==> src/rtl/rcd_pkg.sv <==
// ----------------------------------------------------------------------------
// rcd_pkg
// Shared types, constants and pixel transforms for the RGB565 crop and
// decimation unit.
// ----------------------------------------------------------------------------
package rcd_pkg;

  // Default geometry
  localparam int unsigned SrcWidthDef    = 320;
  localparam int unsigned SrcHeightDef   = 240;
  localparam int unsigned OutWidthDef    = 160;
  localparam int unsigned OutHeightDef   = 80;
  localparam int unsigned CompareStepDef = 4;

  // Field widths
  localparam int unsigned PixW   = 16;
  localparam int unsigned OutXW  = 8;
  localparam int unsigned OutYW  = 7;
  localparam int unsigned RowCfgW = 8;
  localparam int unsigned CfgIdxW = 8;
  localparam int unsigned CfgDatW = 8;

  localparam logic [RowCfgW-1:0] FirstRowRst = 8'd40;

  // RGB565 field masks
  localparam logic [PixW-1:0] BlueMask  = 16'h001F;
  localparam logic [PixW-1:0] GreenMask = 16'h07E0;
  localparam logic [PixW-1:0] RedMask   = 16'hF800;
  localparam int unsigned     RbShift   = 11;

  // Configuration register indexes
  typedef enum logic [CfgIdxW-1:0] {
    CFG_COMPARE_MODE  = 8'd0,
    CFG_SWAP_BYTES    = 8'd1,
    CFG_SWAP_RED_BLUE = 8'd2,
    CFG_FIRST_ROW     = 8'd3
  } cfg_reg_e;

  // Channel payloads
  typedef struct packed {
    logic [PixW-1:0] pixel;
    logic            frame_start;
  } pix_in_t;

  typedef struct packed {
    logic [OutXW-1:0] out_x;
    logic [OutYW-1:0] out_y;
    logic [PixW-1:0]  out_pixel;
    logic             last;
  } res_out_t;

  typedef struct packed {
    logic [CfgIdxW-1:0] index;
    logic [CfgDatW-1:0] data;
  } cfg_wr_t;

  // Byte exchange, then red/blue exchange
  function automatic logic [PixW-1:0] rgb_xform(input logic [PixW-1:0] px,
                                                input logic swap_b,
                                                input logic swap_rb);
    logic [PixW-1:0] t;
    t = swap_b ? {px[7:0], px[15:8]} : px;
    if (swap_rb) begin
      t = ((t & BlueMask) << RbShift) | (t & GreenMask) | ((t & RedMask) >> RbShift);
    end
    return t;
  endfunction

endpackage

==> src/rtl/rcd_chan_if.sv <==
// ----------------------------------------------------------------------------
// rcd_chan_if
// Valid/ready channel carrying one payload per transfer.
// ----------------------------------------------------------------------------
interface rcd_chan_if #(
  parameter type T = logic
) ();
  logic valid;
  logic ready;
  T     data;

  modport source (output valid, output data, input ready);
  modport sink   (input valid, input data, output ready);
endinterface

==> src/rtl/rgb565_crop_decimate_unit.sv <==
// ----------------------------------------------------------------------------
// rgb565_crop_decimate_unit
// Crops and decimates a raster RGB565 stream into a preview image, or fans
// each grid pixel out into four transform quadrants in compare mode.
// ----------------------------------------------------------------------------
// Each accepted pixel passes through an input register and a result register.
// In normal mode the unit takes one pixel per cycle with or without a result,
// as long as the receiver takes each result. In compare mode a kept pixel
// occupies the result register for four output transfers, so the input
// stalls while the next kept pixel waits for it; pixels with no result still
// pass one per cycle while the result register is busy, until the next kept
// pixel reaches it. Config writes are taken in any cycle and must only be
// issued while the unit is idle.
module rgb565_crop_decimate_unit
  import rcd_pkg::*;
#(
  parameter int unsigned SRC_WIDTH    = SrcWidthDef,
  parameter int unsigned SRC_HEIGHT   = SrcHeightDef,
  parameter int unsigned OUT_WIDTH    = OutWidthDef,
  parameter int unsigned OUT_HEIGHT   = OutHeightDef,
  parameter int unsigned COMPARE_STEP = CompareStepDef
) (
  input  logic        clk_i,
  input  logic        rst_ni,
  rcd_chan_if.sink    pix_in,
  rcd_chan_if.source  res_out,
  rcd_chan_if.sink    cfg_in
);
  localparam int unsigned ColW = $clog2(SRC_WIDTH);
  localparam int unsigned RowW = $clog2(SRC_HEIGHT);
  localparam int unsigned DW   = (RowW > RowCfgW) ? RowW : RowCfgW;
  localparam int unsigned Qw   = OUT_WIDTH / 2;
  localparam int unsigned Qh   = OUT_HEIGHT / 2;
  localparam logic [OutXW-1:0] QwX = OutXW'(Qw);
  localparam logic [OutYW-1:0] QhY = OutYW'(Qh);
  localparam logic [ColW-1:0] ColLast = ColW'(SRC_WIDTH - 1);
  localparam logic [RowW-1:0] RowLast = RowW'(SRC_HEIGHT - 1);

  // Configuration registers
  logic               compare_q;
  logic               swap_b_q;
  logic               swap_rb_q;
  logic [RowCfgW-1:0] first_row_q;

  assign cfg_in.ready = 1'b1;

  always_ff @(posedge clk_i or negedge rst_ni) begin
    if (!rst_ni) begin
      compare_q   <= 1'b0;
      swap_b_q    <= 1'b0;
      swap_rb_q   <= 1'b0;
      first_row_q <= FirstRowRst;
    end else if (cfg_in.valid) begin
      unique case (cfg_in.data.index)
        CFG_COMPARE_MODE:  compare_q   <= cfg_in.data.data[0];
        CFG_SWAP_BYTES:    swap_b_q    <= cfg_in.data.data[0];
        CFG_SWAP_RED_BLUE: swap_rb_q   <= cfg_in.data.data[0];
        CFG_FIRST_ROW:     first_row_q <= cfg_in.data.data;
        default: ;
      endcase
    end
  end

  // Position counters and input register
  logic [ColW-1:0] col_q;
  logic [RowW-1:0] row_q;
  logic [ColW-1:0] pos_col;
  logic [RowW-1:0] pos_row;
  logic            a_valid_q;
  logic [PixW-1:0] a_pix_q;
  logic [ColW-1:0] a_col_q;
  logic [RowW-1:0] a_row_q;
  logic            in_xfer;
  logic            a_keep;
  logic            a_take;
  logic            b_free;

  assign pos_col = pix_in.data.frame_start ? '0 : col_q;
  assign pos_row = pix_in.data.frame_start ? '0 : row_q;
  assign in_xfer = pix_in.valid && pix_in.ready;

  // A held item leaves when it drops out or the result register is free
  assign a_take       = a_valid_q && (!a_keep || b_free);
  assign pix_in.ready = !a_valid_q || a_take;

  always_ff @(posedge clk_i or negedge rst_ni) begin
    if (!rst_ni) begin
      col_q     <= '0;
      row_q     <= '0;
      a_valid_q <= 1'b0;
    end else begin
      if (in_xfer) begin
        if (pos_col == ColLast) begin
          col_q <= '0;
          row_q <= (pos_row == RowLast) ? '0 : pos_row + RowW'(1);
        end else begin
          col_q <= pos_col + ColW'(1);
          row_q <= pos_row;
        end
        a_valid_q <= 1'b1;
      end else if (a_take) begin
        a_valid_q <= 1'b0;
      end
    end
  end

  always_ff @(posedge clk_i) begin
    if (in_xfer) begin
      a_pix_q <= pix_in.data.pixel;
      a_col_q <= pos_col;
      a_row_q <= pos_row;
    end
  end

  // Window decision
  logic [DW-1:0]   row_ext;
  logic [DW-1:0]   fr_ext;
  logic [DW-1:0]   row_dist;
  logic            in_rows;
  logic [ColW-1:0] cq;
  logic [ColW-1:0] cr;
  logic [DW-1:0]   dq;
  logic [DW-1:0]   dr;
  logic            keep_norm;
  logic            keep_cmp;
  logic [OutXW-1:0] x_base;
  logic [OutYW-1:0] y_base;
  logic [PixW-1:0]  pix_base;

  assign row_ext  = DW'(a_row_q);
  assign fr_ext   = DW'(first_row_q);
  assign in_rows  = row_ext >= fr_ext;
  assign row_dist = row_ext - fr_ext;

  rcd_cdiv #(.WIDTH(ColW), .DIVISOR(COMPARE_STEP)) u_col_div (
    .value_i (a_col_q),
    .quot_o  (cq),
    .rem_o   (cr)
  );

  rcd_cdiv #(.WIDTH(DW), .DIVISOR(COMPARE_STEP)) u_row_div (
    .value_i (row_dist),
    .quot_o  (dq),
    .rem_o   (dr)
  );

  assign keep_norm = in_rows && !a_col_q[0] && !row_dist[0]
                     && (32'(a_col_q >> 1) < OUT_WIDTH)
                     && (32'(row_dist >> 1) < OUT_HEIGHT);
  assign keep_cmp  = in_rows && (cr == '0) && (dr == '0)
                     && (32'(cq) < Qw) && (32'(dq) < Qh);
  assign a_keep    = compare_q ? keep_cmp : keep_norm;

  always_comb begin
    if (compare_q) begin
      x_base   = OutXW'(cq);
      y_base   = OutYW'(dq);
      pix_base = a_pix_q;
    end else begin
      x_base   = OutXW'(a_col_q >> 1);
      y_base   = OutYW'(row_dist >> 1);
      pix_base = rgb_xform(a_pix_q, swap_b_q, swap_rb_q);
    end
  end

  // Result register with quadrant counter
  logic             b_valid_q;
  logic             b_cmp_q;
  logic [1:0]       b_quad_q;
  logic [OutXW-1:0] b_x_q;
  logic [OutYW-1:0] b_y_q;
  logic [PixW-1:0]  b_pix_q;
  logic             b_last;
  logic             out_xfer;
  logic             b_load;

  assign b_last   = !b_cmp_q || (b_quad_q == 2'd3);
  assign out_xfer = res_out.valid && res_out.ready;
  assign b_free   = !b_valid_q || (out_xfer && b_last);
  assign b_load   = a_valid_q && a_keep && b_free;

  always_ff @(posedge clk_i or negedge rst_ni) begin
    if (!rst_ni) begin
      b_valid_q <= 1'b0;
      b_quad_q  <= '0;
    end else begin
      if (b_load) begin
        b_valid_q <= 1'b1;
        b_quad_q  <= '0;
      end else if (out_xfer) begin
        b_valid_q <= !b_last;
        b_quad_q  <= b_quad_q + 2'd1;
      end
    end
  end

  always_ff @(posedge clk_i) begin
    if (b_load) begin
      b_cmp_q <= compare_q;
      b_x_q   <= x_base;
      b_y_q   <= y_base;
      b_pix_q <= pix_base;
    end
  end

  // Quadrant placement: right half swaps red/blue, lower half swaps bytes
  assign res_out.valid          = b_valid_q;
  assign res_out.data.out_x     = (b_cmp_q && b_quad_q[0]) ? b_x_q + QwX : b_x_q;
  assign res_out.data.out_y     = (b_cmp_q && b_quad_q[1]) ? b_y_q + QhY : b_y_q;
  assign res_out.data.out_pixel = b_cmp_q ? rgb_xform(b_pix_q, b_quad_q[1], b_quad_q[0])
                                          : b_pix_q;
  assign res_out.data.last      = b_last;

endmodule

==> src/rtl/rcd_cdiv.sv <==
// ----------------------------------------------------------------------------
// rcd_cdiv
// Division of an unsigned value by a small constant: reciprocal multiply
// giving a quotient at most one low, then a single correction step.
// ----------------------------------------------------------------------------
module rcd_cdiv #(
  parameter int unsigned WIDTH   = 12,
  parameter int unsigned DIVISOR = 4
) (
  input  logic [WIDTH-1:0] value_i,
  output logic [WIDTH-1:0] quot_o,
  output logic [WIDTH-1:0] rem_o
);
  // floor(2^WIDTH / DIVISOR), so the estimate never overshoots
  localparam int unsigned MulInt = (2 ** WIDTH) / DIVISOR;
  localparam logic [WIDTH:0] Mul = (WIDTH + 1)'(MulInt);
  localparam logic [WIDTH-1:0] Div = WIDTH'(DIVISOR);

  logic [2*WIDTH:0]  prod;
  logic [WIDTH-1:0]  q0;
  logic [WIDTH-1:0]  r0;

  assign prod = (2*WIDTH+1)'(value_i) * (2*WIDTH+1)'(Mul);
  assign q0   = prod[2*WIDTH-1:WIDTH];
  assign r0   = value_i - WIDTH'(q0 * Div);

  // one correction step
  always_comb begin
    if (r0 >= Div) begin
      quot_o = q0 + WIDTH'(1);
      rem_o  = r0 - Div;
    end else begin
      quot_o = q0;
      rem_o  = r0;
    end
  end
endmodule

==> src/flat_wrapper.sv <==
// flat-port wrapper written by rule: the top's interface ports become plain ports
module rgb565_crop_decimate_unit_flat import rcd_pkg::*;
#(
  parameter int unsigned SRC_WIDTH    = SrcWidthDef,
  parameter int unsigned SRC_HEIGHT   = SrcHeightDef,
  parameter int unsigned OUT_WIDTH    = OutWidthDef,
  parameter int unsigned OUT_HEIGHT   = OutHeightDef,
  parameter int unsigned COMPARE_STEP = CompareStepDef
)
  (clk_i, rst_ni, pix_in_valid, pix_in_data, pix_in_ready, res_out_valid, res_out_data, res_out_ready, cfg_in_valid, cfg_in_data, cfg_in_ready);
  rcd_chan_if #(.T(pix_in_t)) pix_in_i ();
  rcd_chan_if #(.T(res_out_t)) res_out_i ();
  rcd_chan_if #(.T(cfg_wr_t)) cfg_in_i ();
  input  logic clk_i;
  input  logic rst_ni;
  input wire logic [$bits(pix_in_i.valid)-1:0] pix_in_valid;
  input wire logic [$bits(pix_in_i.data)-1:0] pix_in_data;
  output wire logic [$bits(pix_in_i.ready)-1:0] pix_in_ready;
  output wire logic [$bits(res_out_i.valid)-1:0] res_out_valid;
  output wire logic [$bits(res_out_i.data)-1:0] res_out_data;
  input wire logic [$bits(res_out_i.ready)-1:0] res_out_ready;
  input wire logic [$bits(cfg_in_i.valid)-1:0] cfg_in_valid;
  input wire logic [$bits(cfg_in_i.data)-1:0] cfg_in_data;
  output wire logic [$bits(cfg_in_i.ready)-1:0] cfg_in_ready;
  assign pix_in_i.valid = pix_in_valid;
  assign pix_in_i.data = pix_in_data;
  assign pix_in_ready = pix_in_i.ready;
  assign res_out_valid = res_out_i.valid;
  assign res_out_data = res_out_i.data;
  assign res_out_i.ready = res_out_ready;
  assign cfg_in_i.valid = cfg_in_valid;
  assign cfg_in_i.data = cfg_in_data;
  assign cfg_in_ready = cfg_in_i.ready;
  rgb565_crop_decimate_unit #(.SRC_WIDTH(SRC_WIDTH), .SRC_HEIGHT(SRC_HEIGHT), .OUT_WIDTH(OUT_WIDTH), .OUT_HEIGHT(OUT_HEIGHT), .COMPARE_STEP(COMPARE_STEP)) u_core (.clk_i(clk_i), .rst_ni(rst_ni), .pix_in(pix_in_i), .res_out(res_out_i), .cfg_in(cfg_in_i));
endmodule
==> config.mk <==
export PLATFORM = sky130hd
export DESIGN_NAME = rgb565_crop_decimate_unit_flat
export DESIGN_NICKNAME = d
export VERILOG_FILES = /design/src/rtl/rcd_pkg.sv /design/src/rtl/rcd_chan_if.sv /design/src/rtl/rgb565_crop_decimate_unit.sv /design/src/rtl/rcd_cdiv.sv /design/src/flat_wrapper.sv
export SDC_FILE = /design/constraint.sdc
export NUM_CORES = 1
export LEC_CHECK = 0
export BUFFER_PORTS_ARGS = -buffer_cell sky130_fd_sc_hd__buf_2
export CORE_UTILIZATION = 30
export DETAILED_ROUTE_END_ITERATION = 6
export SLEW_MARGIN = 15
export SYNTH_ARGS = -nofsm -noshare
export SYNTH_HDL_FRONTEND = slang
export SYNTH_SLANG_ARGS = --single-unit
==> constraint.sdc <==
create_clock -name clk_i -period 8.2 [get_ports clk_i]
set_clock_uncertainty 0.1 [all_clocks]
set_input_delay 0.41 -clock clk_i [delete_from_list [all_inputs] [get_ports clk_i]]
set_output_delay 0.41 -clock clk_i [all_outputs]
set_load 0.03 [all_outputs]
---- Word-level counts from Yosys, hierarchy flattened ----
Cells that the tools add are included.
word-level totals
  bits of input ports ..................... 38
  flip-flop bits (word level) ............. 97
operators by class
  add/subtract/negate cells ............... 12
  reduce and logical (&&, ||, !) cells .... 36
  equal/unequal tests ..................... 6
  mux-type cells .......................... 26
  bitwise operators ....................... 4
  magnitude comparators ................... 7
operators with widths
  cell                                                               count
  two-way mux 16 bit                                                 6
  two-way mux 8 bit                                                  7
  OR 16 x 11 -> 16 bit                                               2
  OR 16 x 5 -> 16 bit                                                2
  two-way mux 9 bit                                                  3
  two-way mux 7 bit                                                  3
  == test 8 x 2 -> 1 bit, second input constant                      2
  logical AND 1 bit                                                  16
  zero test 8 bit                                                    2
  subtractor 8 bit                                                   2
  adder 9 x 1 -> 9 bit, second input constant                        1
  == test 9 bit, second input constant                               1
  greater-or-equal comparator 9 x 3 -> 1 bit, second input constant  1
  zero test 9 bit                                                    1
  subtractor 9 x 3 -> 9 bit, second input constant                   1
  subtractor 9 bit                                                   1
  adder 7 x 1 -> 8 bit, second input constant                        1
  adder 8 x 1 -> 8 bit, second input constant                        1
  adder 8 x 7 -> 8 bit, second input constant                        1
  == test 8 x 1 -> 1 bit, second input constant                      1
  == test 8 bit, second input constant                               1
  greater-or-equal comparator 8 x 3 -> 1 bit, second input constant  1
  greater-or-equal comparator 8 bit                                  1
  less-than comparator 8 x 7 -> 1 bit, second input constant         1
  other kinds (14)                                                   32

---- Longest topological paths before layout ----
  depth in word-level cells ............... 15
  gate-level depth with buffers ........... 13
  gate-level depth less buffers ........... 12

---- By module ----
Synthesis repeated with hierarchy kept, for this count alone.
second synthesis, totals
  cells, all modules ...................... 497
  area, all modules ....................... 5845.6 µm²
modules (own cells, without submodules)
  module                        cells an instance  seq. area each (µm²)  area each (µm²)  times used
  rgb565_crop_decimate_unit     461                2755.1                5582.9           1
  rcd_cdiv at u_core.u_col_div  19                 0.0                   138.9            1
  rcd_cdiv at u_core.u_row_div  17                 0.0                   123.9            1

---- Worst setup path after synthesis ----
No wires, ideal clock.
  path kind ............................... reg2reg
  start point ............................. register u_core.first_row_q[3]
  end point ............................... register u_core.b_cmp_q (enable)
  stages on the path, launching flop included .. 9
  slack ................................... 4.379 ns
  setup time .............................. 0.421 ns
  arrival time ............................ 3.300 ns
  period minus slack after synthesis ...... 3.821 ns
  cell sequence ........................... dfstp_2 inv_1 ha_1 o211ai_1 a21oi_1 nor2_2 a311oi_2 o21ai_0 nor2_1
between the ends
  word-level cells in the longest chain between the ends .. 11
  elaborated cells on any way between the ends .. 22
ends and longest elaborated chain
  what                                                                      line                              RTL
  start: declaration                                                        rgb565_crop_decimate_unit.sv:43   logic [RowCfgW-1:0] first_row_q;
  start signal: assignment                                                  rgb565_crop_decimate_unit.sv:52   first_row_q <= FirstRowRst;
  start signal: assignment                                                  rgb565_crop_decimate_unit.sv:58   CFG_FIRST_ROW: first_row_q <= cfg_in.data.data;
  parallel branches: the longest is 8 deep, another holds subtractor 8 bit  -
  two-way mux 1 bit (*)                                                     rgb565_crop_decimate_unit.sv:152  assign a_keep = compare_q ? keep_cmp : keep_norm;
  logical AND 1 bit (*) (2 in series)                                       rgb565_crop_decimate_unit.sv:180  assign b_load = a_valid_q && a_keep && b_free;
  named net u_core.b_load                                                   rgb565_crop_decimate_unit.sv:175  logic b_load;
  end signal: assignment                                                    rgb565_crop_decimate_unit.sv:199  b_cmp_q <= compare_q;
  end: declaration                                                          rgb565_crop_decimate_unit.sv:168  logic b_cmp_q;
Mark *: on every way through the listed nets, which the timed path passes.
A chain may end at the register's enable or synchronous reset.

---- Worst setup path after layout ----
  start point ............................. register u_core.a_row_q[0]
  end point ............................... output port pix_in_ready
between the ends
  word-level cells in the longest chain between the ends .. 13
  elaborated cells on any way between the ends .. 25
ends and longest elaborated chain
  what                                                                      line                              RTL
  start: declaration                                                        rgb565_crop_decimate_unit.sv:72   logic [RowW-1:0] a_row_q;
  start signal: assignment                                                  rgb565_crop_decimate_unit.sv:111  a_row_q <= pos_row;
  parallel branches: the longest is 8 deep, another holds subtractor 8 bit  -
  two-way mux 1 bit (*)                                                     rgb565_crop_decimate_unit.sv:152
  zero test 1 bit (*)                                                       rgb565_crop_decimate_unit.sv:83   assign a_take = a_valid_q && (!a_keep || b_free);
  logical OR 1 bit (*)                                                      rgb565_crop_decimate_unit.sv:83
  logical AND 1 bit (*)                                                     rgb565_crop_decimate_unit.sv:83
  logical OR 1 bit (*)                                                      rgb565_crop_decimate_unit.sv:84   assign pix_in.ready = !a_valid_q || a_take;
  end: declaration                                                          flat_wrapper.sv:18                output wire logic [$bits(pix_in_i.ready)-1:0] pix_in_ready;
Mark *: on every way between the ends.

==> results.json <==
{
  "startpoint_type": "register",
  "cap_violations": 0,
  "grt_first_pass_wirelength_mm": 17.73,
  "pin_count": 73,
  "synth_edf_count": 65,
  "worst_pin_slew_ns": 0.8327,
  "ctsResizeCount": 0,
  "max_freq_mhz": 260.5,
  "setup_viol": 0,
  "io_buffers": 71,
  "die_h_um": 136.4,
  "peakVddDrop_mv": 0.09883,
  "yosysWarnings": 0,
  "hold_ws_ns": 0.04799,
  "place_congestion": 0.8147,
  "core_area_um2": 17480,
  "hold_viol_final": 0,
  "nNetsFinal": 563,
  "dp_hpwl_mm": 7.990,
  "cellLeakagePower_uw": 0.002453,
  "drc": 0,
  "hold_buffers": 0,
  "ys_seq_elements": 97,
  "drtIter0Drc": 212,
  "die_area_um2": 18600,
  "max_slew_margin": 0.4441,
  "worst_ep_required_time_ns": 7.69,
  "hold_path.class": "input pin to async pin",
  "finalCritPeriodShare": 0.4681,
  "endpoint_kind": "output pin",
  "area_growth_pct": 14.78,
  "drt-vias-per-instance": 4.849,
  "cpMaxStageDelayCell": "o21ai_0",
  "cts_tree": "yes",
  "antenna_left": 0,
  "critical_path_class": "register to output pin",
  "clockBufferDepth": 2,
  "fin_util": 0.3558,
  "yosys.cell_types.count": 60,
  "firstDrtPassIters": 4,
  "fp-row-count": 48,
  "netlist_area_um2": 5418,
  "wl_mm": 10.72,
  "fin_tns_setup_ns": 0,
  "antenna_cells": 0,
  "synth_area_per_cell_um2": 11.93,
  "drive_gt1_frac": 0.3391,
  "cts_buffers": 9,
  "max_stage_delay_ns": 0.60,
  "globalRouteOverflowTotal": 0,
  "grt_usage": 0.1229,
  "status": "finished, final reports clean",
  "grt_pass1_vias": 3511,
  "grt_max_degree": 43,
  "cp_top_family": "compound AO/OA/AOI/OAI gates",
  "cts_max_level": 3,
  "synthCells": 454,
  "clkTransAtPathRegs_ns": 0.07,
  "worstPathCellList": "inv_1, ha_1, inv_1, fa_1, a211oi_2, o21ai_2, xnor2_1, a31o_1, o21ai_0, or2_2, buf_2",
  "via_count": 3593,
  "die_w_um": 136.4,
  "dp_cells": 725,
  "fin_crit_ns": 3.838,
  "critical_path.max_fanout": 6,
  "cts-root-buf": "clkbuf_16",
  "antenna_found_initial": 0,
  "layoutNonFillerInstCount": 741,
  "slew_viol_final": 0,
  "cts_sinks": 97,
  "async_reset_ff_frac": 0.3299,
  "wire_per_inst_um": 14.47,
  "syn_nets": 506,
  "crit_top_cell": "inv_1",
  "clkLatencyLatePin_ns": 0.35,
  "synth_seq_area_share": 0.5085,
  "rsz0062_at_grt": "false",
  "power-per-cell-area_nw_per_um2": 248.6,
  "start_util": 0.3100,
  "cp_num_buf_inv": 3,
  "critical_path_arrival_ns": 3.33,
  "post-cts-setup-buffers": 0,
  "synth-main-ff-cell": "edfxtp_1"
}
## cell families after synthesis
logic type | Yosys count | share of synthesized area
AOI/OAI and AO/OA | 84 | 0.1000
xor gates and xnor gates | 14 | 0.02263
DFF | 97 | 0.5085
and+or+nand+nor | 123 | 0.1169
other | 1 | 0.0006922
buffers and inverters | 45 | 0.04064
adders and majority gates | 14 | 0.03372
muxes | 76 | 0.1769
## cell usage after synthesis, types with 9 or more instances
library cell   n  share of area
inv_1         17          0.012
nor2_1        35          0.024
edfxtp_1      65           0.36
buf_4          9          0.012
mux4_2        10          0.042
dfrtp_1       30           0.14
nand2_1       32          0.022
clkbuf_1      12         0.0083
o21ai_1        9         0.0083
mux2_2        58           0.12
a21oi_1       22          0.020
o21ai_0       25          0.023
nor2b_1       17          0.020
ha_1          13          0.030
## final cells by class
type | instances | area (µm²)
Timing Repair Buffer | 73 | 370.4
Clock buffer | 9 | 225.2
Sequential cell | 97 | 2755
Multi-Input combinational cell | 312 | 2445
Inverter | 18 | 67.56
Fill cell | 1672 | 11260
Clock inverter | 7 | 73.82
Tap cell | 225 | 281.5
## where the power goes
group | total, µW | leakage [µW] | switching [µW] | internal (µW)
registers | 677 | 0.00105 | 66.4 | 611
logic | 460 | 0.00125 | 277 | 183
clock network | 409 | 0.000144 | 194 | 214
## layer usage
| metal | track usage | share of wire | vias up |
|---|---|---|---|
| met1 | 0.1519 | 0.45 | 1735 |
| met3 | 0.02312 | 0.040 | 13 |
| met2 | 0.2112 | 0.49 | 68 |
| met5 | 0 | 0 | - |
| li1 | - | - | 1777 |
| met4 | 0.04630 | 0.015 | 0 |
## path summary, 6_finish.rpt
| path | endpoint | cells past startpoint | start | slack, ns |
|---|---|---|---|---|
| setup / recovery | pix_in_ready | 11 | u_core.a_row_q[0]$_DFFE_PP_ | 4.36 |
| hold / removal | u_core.first_row_q[6]$_DFFE_PN0P_ | 1 | rst_ni | 0.05 |
| setup reg to reg | u_core.row_q[0]$_DFFE_PN0P_ | 12 | u_core.a_row_q[0]$_DFFE_PP_ | 4.59 |
| hold reg to reg | u_core.col_q[1]$_DFFE_PN0P_ | 2 | u_core.col_q[1]$_DFFE_PN0P_ | 0.40 |
| max in group asynchronous | u_core.a_valid_q$_DFFE_PN0P_ | 1 | rst_ni | 7.46 |
| min in group clk_i | u_core.a_pix_q[13]$_DFFE_PP_ | 1 | pix_in_data[14] | 0.14 |
## registers in the layout (all words and copies together) (netlist names)
name,count
u_core.a_col_q,9
u_core.a_pix_q,16
u_core.a_row_q,8
u_core.a_valid_q,1
u_core.b_cmp_q,1
u_core.b_pix_q,16
u_core.b_quad_q,2
u_core.b_x_q,8
u_core.b_y_q,7
u_core.col_q,9
u_core.compare_q,1
u_core.first_row_q,8
u_core.res_out.valid,1
u_core.row_q,8
u_core.swap_b_q,1
u_core.swap_rb_q,1
## worst register-to-register path: cells and delay by family, from the launching register on
family,cells,cell delay [ns]
buf+inv,3,0.76
fa+ha+maj,2,0.57
xor+xnor,1,0.14
simple gates,1,0.16
flops,1,0.37
compound gates,5,1.41
## stage by stage
stage          cell area [µm²]  total power (µW)  setup WS [ns]
2_1_floorplan             5418              1034          4.379
3_3_place_gp              5919              1132          4.720
3_5_place_dp              5919              1148          4.589
4_1_cts                   6218              1560          4.353
6_report                  6218              1546          4.362
5_1_grt                   6218              1636          4.044
## placed cells by master (no fill, tap or decap), types with 10 or more instances in the layout
cell	instances
mux2_2	58
nor2b_1	17
inv_1	17
mux4_2	10
a21oi_1	22
nor2_1	34
edfxtp_1	65
nand2_1	32
dfrtp_1	30
o21ai_0	25
ha_1	13
buf_2	71
Power figures use the tool's default switching activity.
